## config.mk

```make
export PLATFORM = sky130hd
export DESIGN_NAME = variable_length_codepoint_decoder
export DESIGN_NICKNAME = d
export VERILOG_FILES = /design/src/design/vlcd_pkg.sv /design/src/design/vlcd_three_map.sv /design/src/design/vlcd_decode.sv /design/src/design/variable_length_codepoint_decoder.sv
export SDC_FILE = /design/constraint.sdc
export NUM_CORES = 1
export LEC_CHECK = 0
export BUFFER_PORTS_ARGS = -buffer_cell sky130_fd_sc_hd__buf_2
export CORE_MARGIN = 4
export CORE_UTILIZATION = 45
export DETAILED_ROUTE_END_ITERATION = 8
export PLACE_DENSITY = 0.64
export SYNTH_ARGS = -nofsm -noshare
export SYNTH_HDL_FRONTEND = slang
export SYNTH_SLANG_ARGS = --single-unit
```

## constraint.sdc

```tcl
create_clock -name clk_i -period 6.14 [get_ports clk_i]
set_input_delay 0.921 -clock clk_i [delete_from_list [all_inputs] [get_ports clk_i]]
set_output_delay 0.921 -clock clk_i [all_outputs]
set_load 0.01 [all_outputs]
```

## src/design/vlcd_pkg.sv

```systemverilog
`timescale 1ns / 1ps
package vlcd_pkg;

  localparam int unsigned CpWidth = 21;

  // Lead byte classes
  localparam logic [7:0] LeadMultiMin = 8'hC0;
  localparam logic [7:0] EscapeByte   = 8'hFE;
  localparam logic [7:0] RangeByte    = 8'hFF;

  // Two-byte forms
  localparam logic [15:0] ThreeByteMin = 16'hEBC0;
  localparam logic [15:0] TwoByteBase  = 16'hBF40;

  // Three-byte mapping bounds and offsets
  localparam logic [23:0] Bound1    = 24'hEC7080;
  localparam logic [23:0] Bound2    = 24'hEC8E50;
  localparam logic [23:0] Bound3    = 24'hFC903E;
  localparam logic [23:0] Offset1   = 24'hEB9380;
  localparam logic [23:0] Offset2   = 24'hEB9080;
  localparam logic [23:0] Offset3   = 24'hEB9060;
  localparam logic [23:0] Offset4   = 24'hEB903E;
  localparam logic [16:0] PlaneSpan = 17'h0FFFE;

  typedef enum logic [1:0] {
    ST_CHAR   = 2'd0,
    ST_ESCAPE = 2'd1,
    ST_RANGE  = 2'd2,
    ST_ERROR  = 2'd3
  } status_e;

  typedef enum logic [2:0] {
    HOLD_IDLE = 3'b001,
    HOLD_LEAD = 3'b010,
    HOLD_PAIR = 3'b100
  } hold_e;

  typedef struct packed {
    logic               valid;
    logic [CpWidth-1:0] codepoint;
    status_e            status;
  } result_t;

endpackage

```

## src/design/vlcd_three_map.sv

```systemverilog
`timescale 1ns / 1ps
module vlcd_three_map (
  input  logic [23:0] value_i,
  output logic [vlcd_pkg::CpWidth-1:0] codepoint_o
);
  import vlcd_pkg::*;

  logic [23:0] diff1;
  logic [23:0] diff2;
  logic [23:0] diff4;
  logic [23:0] w;
  logic [7:0]  q0;
  logic [16:0] r0;
  logic [8:0]  q;
  logic [23:0] adj;

  always_comb begin
    diff1 = value_i - Offset1;
    diff2 = value_i - Offset2;
    diff4 = value_i - Offset4;
    w     = value_i - Offset3;
    // w / 0xFFFE: estimate with w >> 16, remainder stays below twice the divisor
    q0    = w[23:16];
    r0    = {1'b0, w[15:0]} + {8'd0, q0, 1'b0};
    q     = {1'b0, q0} + {8'd0, (r0 >= PlaneSpan)};
    adj   = w + {14'd0, q, 1'b0};
    if (value_i < Bound1) begin
      codepoint_o = diff1[CpWidth-1:0];
    end else if (value_i < Bound2) begin
      codepoint_o = diff2[CpWidth-1:0];
    end else if (value_i < Bound3) begin
      codepoint_o = adj[CpWidth-1:0];
    end else begin
      codepoint_o = diff4[CpWidth-1:0];
    end
  end

endmodule

```

## src/design/vlcd_decode.sv

```systemverilog
`timescale 1ns / 1ps
module vlcd_decode (
  input  logic              clk_i,
  input  logic              rst_ni,
  input  logic              fire_i,
  input  logic [7:0]        data_byte_i,
  input  logic              line_start_i,
  input  logic              escape_allowed_i,
  output vlcd_pkg::result_t result_o
);
  import vlcd_pkg::*;

  hold_e       state_q, state_d;
  logic [15:0] partial_q, partial_d;
  logic [15:0] pair;
  logic [15:0] two_cp;
  logic [CpWidth-1:0] three_cp;

  assign pair   = {partial_q[7:0], data_byte_i};
  assign two_cp = pair - TwoByteBase;

  vlcd_three_map u_map (
    .value_i     ({partial_q, data_byte_i}),
    .codepoint_o (three_cp)
  );

  always_comb begin
    state_d   = HOLD_IDLE;
    partial_d = '0;
    result_o  = '{valid: 1'b0, codepoint: '0, status: ST_CHAR};
    case (state_q)
      HOLD_LEAD: begin
        if (pair < ThreeByteMin) begin
          result_o.valid     = 1'b1;
          result_o.codepoint = {{(CpWidth-16){1'b0}}, two_cp};
        end else begin
          partial_d = pair;
          state_d   = HOLD_PAIR;
        end
      end
      HOLD_PAIR: begin
        result_o.valid     = 1'b1;
        result_o.codepoint = three_cp;
      end
      default: begin
        if (data_byte_i < LeadMultiMin) begin
          result_o.valid     = 1'b1;
          result_o.codepoint = {{(CpWidth-8){1'b0}}, data_byte_i};
        end else if (data_byte_i == EscapeByte) begin
          result_o.valid  = 1'b1;
          result_o.status = escape_allowed_i ? ST_ESCAPE : ST_ERROR;
        end else if (data_byte_i == RangeByte) begin
          result_o.valid  = 1'b1;
          result_o.status = line_start_i ? ST_RANGE : ST_ERROR;
        end else begin
          partial_d = {8'd0, data_byte_i};
          state_d   = HOLD_LEAD;
        end
      end
    endcase
  end

  always_ff @(posedge clk_i or negedge rst_ni) begin
    if (!rst_ni) begin
      state_q   <= HOLD_IDLE;
      partial_q <= '0;
    end else if (fire_i) begin
      state_q   <= state_d;
      partial_q <= partial_d;
    end
  end

`ifndef SYNTHESIS
  a_state_onehot: assert property (@(posedge clk_i) disable iff (!rst_ni)
    $onehot(state_q))
    else $error("hold state not one-hot");

  a_pair_completes: assert property (@(posedge clk_i) disable iff (!rst_ni)
    (state_q == HOLD_PAIR) |-> (result_o.valid && result_o.status == ST_CHAR))
    else $error("third byte did not complete a character");

  a_pair_returns_idle: assert property (@(posedge clk_i) disable iff (!rst_ni)
    (fire_i && state_q == HOLD_PAIR) |=> (state_q == HOLD_IDLE))
    else $error("decoder did not return to idle after third byte");

  a_prefix_zero_cp: assert property (@(posedge clk_i) disable iff (!rst_ni)
    (result_o.valid && result_o.status != ST_CHAR) |-> (result_o.codepoint == '0))
    else $error("non-character status with nonzero codepoint");
`endif

endmodule

```

## src/design/variable_length_codepoint_decoder.sv

```systemverilog
`timescale 1ns / 1ps
// A multi-byte form yields its result on its final byte, via the input and output registers.
// Throughput: one byte per cycle unless a full output stage stalls the input stage.
// Cycle time is set by the three-byte offset map and its divide-by-0xFFFE correction.
// Reset (rst_ni low, asynchronous): both stages empty, decoder idle with no form in progress.
module variable_length_codepoint_decoder (
  input  logic        clk_i,
  input  logic        rst_ni,
  input  logic        s_axis_tvalid_i,
  output logic        s_axis_tready_o,
  input  logic [7:0]  s_axis_tdata_i,   // [7:0] data_byte
  input  logic [1:0]  s_axis_tuser_i,   // [0] line_start, [1] escape_allowed
  output logic        m_axis_tvalid_o,
  input  logic        m_axis_tready_i,
  output logic [23:0] m_axis_tdata_o,   // [20:0] codepoint, [23:21] zero
  output logic [1:0]  m_axis_tuser_o    // [1:0] status
);
  import vlcd_pkg::*;

  logic               in_valid_q;
  logic [7:0]         in_byte_q;
  logic               in_sol_q;
  logic               in_esc_q;
  logic               out_valid_q;
  logic [CpWidth-1:0] out_cp_q;
  status_e            out_status_q;
  result_t            result;
  logic               out_free;
  logic               advance;
  logic               fire;

  assign out_free        = !out_valid_q || m_axis_tready_i;
  // hold the input stage only when it has a result and the output stage is full and not being taken
  assign advance         = !result.valid || out_free;
  assign fire            = in_valid_q && advance;
  assign s_axis_tready_o = !in_valid_q || advance;

  vlcd_decode u_decode (
    .clk_i            (clk_i),
    .rst_ni           (rst_ni),
    .fire_i           (fire),
    .data_byte_i      (in_byte_q),
    .line_start_i     (in_sol_q),
    .escape_allowed_i (in_esc_q),
    .result_o         (result)
  );

  always_ff @(posedge clk_i or negedge rst_ni) begin
    if (!rst_ni) begin
      in_valid_q <= 1'b0;
    end else if (s_axis_tready_o) begin
      in_valid_q <= s_axis_tvalid_i;
    end
  end

  always_ff @(posedge clk_i) begin
    if (s_axis_tready_o && s_axis_tvalid_i) begin
      in_byte_q <= s_axis_tdata_i;
      in_sol_q  <= s_axis_tuser_i[0];
      in_esc_q  <= s_axis_tuser_i[1];
    end
  end

  always_ff @(posedge clk_i or negedge rst_ni) begin
    if (!rst_ni) begin
      out_valid_q <= 1'b0;
    end else if (fire && result.valid) begin
      out_valid_q <= 1'b1;
    end else if (m_axis_tready_i) begin
      out_valid_q <= 1'b0;
    end
  end

  always_ff @(posedge clk_i) begin
    if (fire && result.valid) begin
      out_cp_q     <= result.codepoint;
      out_status_q <= result.status;
    end
  end

  assign m_axis_tvalid_o = out_valid_q;
  assign m_axis_tdata_o  = {{(24-CpWidth){1'b0}}, out_cp_q};
  assign m_axis_tuser_o  = out_status_q;

endmodule
```

# Word-level counts from Yosys, hierarchy flattened
# Index checks and enable logic that the tools add are counted.
# classes
n_addsub,8
magnitude_cmp,6
n_eq_ne,4
n_mux,25
n_reduce_logical,11
# op_table
operator,n
< comparator 24 bit (second input constant),3
two-way mux 21 bit,3
subtractor 21 x 20 -> 21 bit (second input constant),3
case mux 22 bit (2 select lines),1
two-way mux 16 bit,2
case mux 16 bit (2 select lines),1
two-way mux 8 bit,3
subtractor 24 bit (second input constant),1
two-way mux 22 bit,1
adder 21 x 10 -> 21 bit,1
adder 16 x 9 -> 17 bit,1
>= comparator 17 x 16 -> 1 bit (second input constant),1
== test 8 bit (second input constant),2
< comparator 16 bit (second input constant),1
subtractor 16 bit (second input constant),1
adder 8 x 1 -> 9 bit,1
two-way mux 3 bit,3
< comparator 8 bit (second input constant),1
two-way mux 2 bit,4
two-way mux 1 bit,6
case mux 3 bit (2 select lines),1
== test 3 x 2 -> 1 bit (second input constant),1
== test 3 bit (second input constant),1
logical AND 1 bit,3
other kinds (4),8
# word_totals
reg_bits,54
in_bits,14
out_inout_bits,28
word_cells,63

# Depth between registers and ports, before layout
# Gate-level depths: netlist (run 1).
# logic_depth
depth_word,14
depth_mapped,29
mapped_depth_nobuf,28

# Modules after synthesis
# Synthesis (run 1) repeated with hierarchy kept, for this count alone.
# unflattened
hier_cells,607
area_unflattened_um2,5168.7
# modules_own_cells
module,instances,cells_each,area_per_inst_um2,seq_area_each_um2
vlcd_three_map,1,426,2780.2,0.0
vlcd_decode,1,134,1265.0,476.7
variable_length_codepoint_decoder,1,47,1123.6,1041.0

# Least setup slack after synthesis (run 1)
# Ideal clock, no wire load.
# synth_timing
kind,register -> register
start,reg in_byte_q[7]
end,reg out_cp_q[11] (data pin)
setup_time_ns,0.265
arrival_time_ns,6.204
t_required_ns,5.875
setup_slack_ns,-0.329
path_stages_with_launch,30
synth_period_minus_slack_ns,6.469
cell_sequence,edfxtp_1 buf_2 inv_1 ha_1 a21oi_1 a21oi_1 o21ai_0 xnor2_1 ha_1 fa_1 a21o_1 a21oi_1 xnor2_1 and4_1 and3_1 nor4b_1 a41oi_2 o22ai_1 ha_1 xor2_1 inv_1 fa_1 nand2b_1 a21oi_1 nor3_1 o31ai_1 xnor2_1 a21bo_2 a221oi_1 o21ai_0
# synth_lines
item,line,text
from (decl),variable_length_codepoint_decoder.sv:21,logic [7:0] in_byte_q;
from (signal assigned),variable_length_codepoint_decoder.sv:58,in_byte_q <= s_axis_tdata_i;
to (signal assigned),variable_length_codepoint_decoder.sv:76,out_cp_q <= result.codepoint;
to (decl),variable_length_codepoint_decoder.sv:25,logic [CpWidth-1:0] out_cp_q;

==> run_results.csv, run 1 <==
group,metric,value,unit
sta,hold_viol_final,0,
drt,routed_via_density,6.265,
global_route,grt_first_pass_wirelength,26360,um
global_route,grt_max_degree,25,
worst_setup_path,end_kind,"register",
yosys,synthCells,597,
sta,fin_skew,10.76,ps
final_layout,fillers,993,
placement,hpwl,13250,um
cts,htree_levels,2,
drt,drc,0,
cts,cts_tree,"yes",
floorplan,fp-row-count,38,
sta,fmax,0.1694,GHz
final_layout,final_common_cell,"buf_4",
floorplan,dieArea,12920,um^2
global_route,grt_overflow_total,0,
floorplan,dieWidth,113.7,um
yosys,synth_area,5025,um^2
yosys,synth_ff_type,"edfxtp_1",
worst_setup_path,critPathLaunchType,"register",
final_layout,drive_gt1_share,24.55,%
sta,maxSlewHeadroom,35.90,%
placement,io_buffers,38,
sta,fin_crit_sh,96.14,%
cts,clock-root-buffer,"clkbuf_8",
hold_path,min_to,"u_decode.partial_q[15]$_DFFE_PN0P_",
global_route,antenna_found_initial,0,
hold_path,hold_start,"u_decode.partial_q[15]$_DFFE_PN0P_",
yosys,synth_top_area_share,19.72,%
placement,place_area,5703,um^2
sta,timing.final.ws_setup,237.0,ps
worst_setup_path,crit_type,"reg -> reg",
worst_setup_path,r2r_start,"in_byte_q[7]$_DFFE_PP_",
floorplan,die_h,113.7,um
final_layout,final_util,55.79,%
yosys,synth.avg_cell_area,8.417,um^2
final_layout,layout.nets,719,
drt,routed_wl,17110,um
sta,fin_crit,5903,ps
worst_setup_path,worstPathRequired,6210,ps
sta,grt_setup_unrepaired,"true",
floorplan,initial_core_util,46.15,%
yosys,synthDistinctLibCells,72,
drt,wire_per_inst,21.07,um
worst_setup_path,cp_max_fo,5,
drt,vias,5087,
worst_setup_path,r2r_cells,28,
worst_setup_path,cp_common_cell,"xnor2_1",
power_and_ir_drop,leakage,2.520,nW
flow_run,cap_viol_max_count,0,
worst_setup_path,crit_arrival,5980,ps
cts,cts.sinks,54,
yosys,yosysSeqAreaShare,30.20,%
cts,numCtsBuffers,5,
sta,report.final.slew_viol_count,0,
yosys,synth-edff-count,33,
cts,worst_skew_pair.late_latency,310,ps
placement,finalWeightedCongestion,0.9786,
hold_path,hold_depth,1,
final_layout,diodes,0,
yosys,synth_area_leaders,"edfxtp_1 (20%), dfrtp_1 (10%), ha_1 (8.0%), xnor2_1 (5.8%), nand2_1 (4.4%)",
power_and_ir_drop,peakVddDrop,0.0001845,V
final_layout,layout-area-overhead-vs-synth,20.89,%
yosys,yosys_warnings,0,
sta,whs,533.2,ps
sta,tns,0,ps
power_and_ir_drop,powerDensity,217.8,nW/um^2
floorplan,ios,42,
floorplan,fp.coreArea,10890,um^2
yosys,async_flop_share,38.89,%
worst_setup_path,cpMaxStageDelayCell,"or3_1",
final_layout,mostFrequentLayoutCells,"buf_4 (64), nand2_1 (59), a21oi_1 (38), buf_2 (38), o21ai_0 (37)",
status,status,"completed",
drt,postRouteAntennaNets,0,
drt,drt_iter0_markers,567,
yosys,yosysTopAreaCell,"edfxtp_1",
worst_setup_path,worstReg2RegEnd,"out_cp_q[11]$_DFFE_PP_",
yosys,ys_seq_elements,54,
cts,clock_path_buffers,2,
sta,setup_viol,0,
worst_setup_path,reg2reg_slack,240,ps
cts,holdBufCountCts,0,
global_route,grtUsageTotal,25.89,%
worst_setup_path,max_stage_delay,430,ps
global_route,grt_pass1_vias,4836,
hold_path,hold_path_class,"reg -> reg",
sta,tightest_slew,953.5,ps
cts,clkTransAtPathRegs,100,ps
final_layout,fin_area,6075,um^2
drt,dr.pass1.iters,5,
placement,pre_cts_ws,-44.59,ps
## layer usage
layer | routed length [um] | track usage [%] | vias up | share of wire [%]
li1 | - | - | 2375 | -
met1 | 7398 | 37.06 | 2434 | 43
met2 | 7964 | 41.58 | 248 | 47
met3 | 1449 | 3.660 | 30 | 8.5
met4 | 296 | 5.929 | 0 | 1.7
met5 | 0 | 0 | - | 0
## worst max-delay path by stage
stage	from	end	slack, ps	depth (start not counted)
final	in_byte_q[7]$_DFFE_PP_	out_cp_q[11]$_DFFE_PP_	240	28
after CTS	in_byte_q[7]$_DFFE_PP_	out_cp_q[11]$_DFFE_PP_	10	29
after global routing	in_byte_q[7]$_DFFE_PP_	out_cp_q[11]$_DFFE_PP_	-120	29
after detailed placement	in_byte_q[7]$_DFFE_PP_	out_cp_q[11]$_DFFE_PP_	-40	28
after global placement	in_byte_q[7]$_DFFE_PP_	out_cp_q[12]$_DFFE_PP_	100	27
after floorplan	in_byte_q[7]$_DFFE_PP_	out_cp_q[11]$_DFFE_PP_	10	29
## per-stage QoR
step,instances,power [mW]
after CTS,806,1.274
after global placement,798,1.056
after detailed placement,798,1.059
final,812,1.323
after global routing,812,1.398
after floorplan,599,0.8474
## synth_stat cells, drive strengths merged (5+ instances only)
master / count
nor3: 22
inv: 23
o211ai: 8
or3: 7
xnor2: 34
o31ai: 6
o22ai: 10
nand4: 7
and3: 9
a21o: 15
nor2b: 5
ha: 32
clkbuf: 25
a22o: 7
xor2: 17
a211oi: 5
nand2: 59
edfxtp: 33
a31oi: 13
dfrtp: 20
buf: 12
a21oi: 43
nand2b: 7
nand3: 32
o21ai: 42
nor2: 29
## cell type report
cell class | instances | area (um^2) | area share (%)
clock inverter | 2 | 12.51 | 0.2060
inverter | 24 | 93.84 | 1.545
tap | 140 | 175.2 | 2.884
sequential | 54 | 1519 | 25.01
multi-input combinational | 484 | 3521 | 57.96
timing repair buffer | 102 | 670.6 | 11.04
clock buffer | 6 | 82.58 | 1.359
## timing repair
| item | CTS | global route |
|---|---|---|
| cloned | 0 | 0 |
| buffers inserted | 0 | 6 |
| pin swaps | 0 | 19 |
| endpoints found under the setup margin | 9 | 13 |
| gates resized for setup | 3 | 41 |
## critical path: cells and delay by family, from the launching register on
family,cells,cell delay [ps]
compound gates,11,1740
xor+xnor,4,530
fa+ha+maj,5,1250
buf+inv,2,370
flops,1,400
simple gates,6,1370
## sequential cells by signal, indices dropped and copies added, names as in the netlist
register / cells
in_valid_q: 1
in_sol_q: 1
m_axis_tvalid_o: 1
in_byte_q: 8
in_esc_q: 1
u_decode.partial_q: 16
u_decode.state_q: 3
m_axis_tuser_o: 2
out_cp_q: 21
## logic make-up after synthesis
| logic type | count (synthesis) | share of synthesized area (%) |
|---|---|---|
| AND/OR/NAND/NOR | 198 | 19.85 |
| AO/OA/AOI/OAI | 196 | 26.62 |
| buffers and inverters | 61 | 5.055 |
| flip-flops | 54 | 30.20 |
| XOR/XNOR | 51 | 9.039 |
| adder cells (fa/ha/maj) | 34 | 8.765 |
| multiplexers | 2 | 0.3984 |
| other | 1 | 0.07463 |
## where the power goes
group,internal (mW),switching (mW)
clock network,0.0910,0.122
registers,0.440,0.0389
logic,0.246,0.385
total,0.777,0.546
No activity file was read; power rests on OpenSTA's default activity.
==> run 2: changes to the inputs <==
==> constraint.sdc (replaced) <==
create_clock -name clk_i -period 5.34 [get_ports clk_i]
set_input_delay 0.801 -clock clk_i [delete_from_list [all_inputs] [get_ports clk_i]]
set_output_delay 0.801 -clock clk_i [all_outputs]
set_load 0.01 [all_outputs]
==> run_results.csv, run 2 (synthesized netlist as in run 1, its figures left out) <==
group,metric,value,unit
floorplan,die_h,113.7,um
power_and_ir_drop,finalPower,1.644,mW
final_layout,layout.nets,777,
flow_run,cap_viol_max_count,0,
floorplan,dieArea,12920,um^2
final_layout,layout-area-overhead-vs-synth,36.78,%
drt,wire_per_inst,21.39,um
global_route,grt_overflow_total,0,
sta,setup_viol,15,
final_layout,fin_area,6873,um^2
sta,report.final.slew_viol_count,0,
global_route,grt_pass1_vias,5297,
worst_setup_path,worstPathRequired,5360,ps
power_and_ir_drop,p_int,0.9556,mW
sta,grt_setup_unrepaired,"true",
cts,clock_path_buffers,2,
cts,cts_tree,"yes",
sta,hold_viol_final,0,
global_route,antenna_found_initial,0,
power_and_ir_drop,powerDensity,239.2,nW/um^2
final_layout,largest_reg_flops,21,
power_and_ir_drop,clkPwrFrac,14.5,%
floorplan,ios,42,
final_layout,diodes,0,
sta,fin_crit,5889,ps
placement,place_area,6254,um^2
floorplan,fp-row-count,38,
sta,timing.final.ws_setup,-549.3,ps
cts,cts.sinks,54,
cts,htree_levels,2,
sta,whs,412.4,ps
final_layout,final_common_cell,"buf_4",
floorplan,dieWidth,113.7,um
placement,hpwl,14280,um
final_layout,top_register,"out_cp_q",
cts,worst_skew_pair.late_latency,330,ps
worst_setup_path,cp_common_cell,"buf_6",
placement,io_buffers,38,
status,violations,"negative setup slack",
cts,clkTransAtPathRegs,100,ps
final_layout,drive_gt1_share,35.89,%
drt,routed_wl,18610,um
worst_setup_path,cp_max_fo,5,
power_and_ir_drop,sw_frac_of_total,41.88,%
worst_setup_path,end_kind,"register",
floorplan,fp.coreArea,10890,um^2
global_route,grt_first_pass_wirelength,29180,um
worst_setup_path,crit_arrival,5910,ps
drt,routed_via_density,6.160,
power_and_ir_drop,power_frac_comb,52.3,%
floorplan,initial_core_util,46.15,%
drt,drt_iter0_markers,597,
sta,fmax,0.1698,GHz
drt,dr.pass1.iters,6,
status,status,"finished with violations",
sta,fin_skew,8.906,ps
sta,maxSlewHeadroom,18.02,%
sta,fin_crit_sh,110.3,%
global_route,grtUsageTotal,29.19,%
worst_setup_path,critPathLaunchType,"register",
final_layout,reg_top3,"out_cp_q (21), u_decode.partial_q (16), in_byte_q (8)",
drt,postRouteAntennaNets,0,
placement,pre_cts_ws,-550.1,ps
hold_path,hold_path_class,"in -> async",
worst_setup_path,max_stage_delay,410,ps
final_layout,mostFrequentLayoutCells,"buf_4 (113), nand2_1 (57), buf_2 (38)",
placement,finalWeightedCongestion,0.9656,
worst_setup_path,cpMaxStageDelayCell,"edfxtp_1",
cts,clock-root-buffer,"clkbuf_8",
drt,drc,0,
power_and_ir_drop,power_frac_seq,33.2,%
global_route,grt_max_degree,25,
drt,vias,5359,
power_and_ir_drop,power_switching,0.6885,mW
worst_setup_path,crit_type,"reg -> reg",
power_and_ir_drop,peakVddDrop,0.0002175,V
power_and_ir_drop,leakage,2.889,nW
sta,tightest_slew,1222,ps
cts,numCtsBuffers,5,
==> run 2: changes by cell type in the layout (fill, tap and decap cells not counted), moves of 5 or more <==
cell     change
buf_6        +7
nand3_1      -5
o21ai_1      +6
buf_4       +49
a21oi_1      -7
o21ai_0      -9
a21oi_2      +6
==> run 2: what timing repair did <==
action,CTS,global route
cloned,0,0
hold buffers,0,0
resized for setup,42,36
setup endpoints to repair,16,18
pin swaps,47,39
setup buffers,15,5
endpoints found under the hold margin,0,0
==> run 2: power groups by stage <==
| stage | logic [mW] | registers (mW) | clock network [mW] |
|---|---|---|---|
| 2_1_floorplan | 0.442 | 0.566 | 0 |
| 3_3_place_gp | 0.765 | 0.554 | 0 |
| 3_5_place_dp | 0.770 | 0.554 | 0 |
| 4_1_cts | 0.820 | 0.546 | 0.245 |
| 5_1_grt | 0.920 | 0.552 | 0.261 |
| 6_report | 0.860 | 0.546 | 0.238 |
==> run 2: final timing paths <==
| check | startpoint | endpoint | slack (ps) | cells after the start |
|---|---|---|---|---|
| max reg2reg | in_byte_q[7]$_DFFE_PP_ | out_cp_q[16]$_DFFE_PP_ | -550 | 29 |
| min | rst_ni | u_decode.partial_q[1]$_DFFE_PN0P_ | 410 | 1 |
| max in group asynchronous | rst_ni | u_decode.state_q[0]$_DFFE_PN1P_ | 4590 | 1 |
| min reg2reg | u_decode.partial_q[15]$_DFFE_PN0P_ | u_decode.partial_q[15]$_DFFE_PN0P_ | 530 | 1 |
| min in group clk_i | u_decode.partial_q[15]$_DFFE_PN0P_ | u_decode.partial_q[15]$_DFFE_PN0P_ | 530 | 1 |
| max | in_byte_q[7]$_DFFE_PP_ | out_cp_q[16]$_DFFE_PP_ | -550 | 29 |
==> run 2: final cells by class <==
| type | count | area (um^2) |
|---|---|---|
| clock buffer | 7 | 76.32 |
| clock inverter | 1 | 6.256 |
| fill | 927 | 4015 |
| inverter | 24 | 95.09 |
| multi-input combinational | 484 | 3844 |
| sequential | 54 | 1519 |
| tap | 140 | 175.2 |
| timing repair buffer | 160 | 1157 |
==> run 2: critical path: cells and delay by family (launching register included) <==
kind                     cells  cell delay (ps)
XOR/XNOR                     3              360
AO/OA/AOI/OAI               10             1730
buffers and inverters        4              620
flip-flops                   1              410
adder cells (fa/ha/maj)      4             1140
AND/OR/NAND/NOR              8             1320
==> run 2: metrics by stage <==
step           instances  utilization [%]  setup TNS, ps
2_1_floorplan        599                -          -3721
3_3_place_gp         845            57.44          -4144
3_5_place_dp         845            57.44          -6238
4_1_cts              866            61.17          -4791
5_1_grt              870            63.12          -9879
6_report             870            63.12          -5832
==> run 2: routing by layer <==
layer / up-vias / part of all wire (%) / routed length (um) / GRT usage, %
met5: - / 0 / 0 / 0
met4: 0 / 3.3 / 613 / 10.50
met3: 52 / 7.6 / 1410 / 4.987
met2: 250 / 48 / 8888 / 48.96
met1: 2559 / 41 / 7701 / 37.88
li1: 2498 / - / - / -
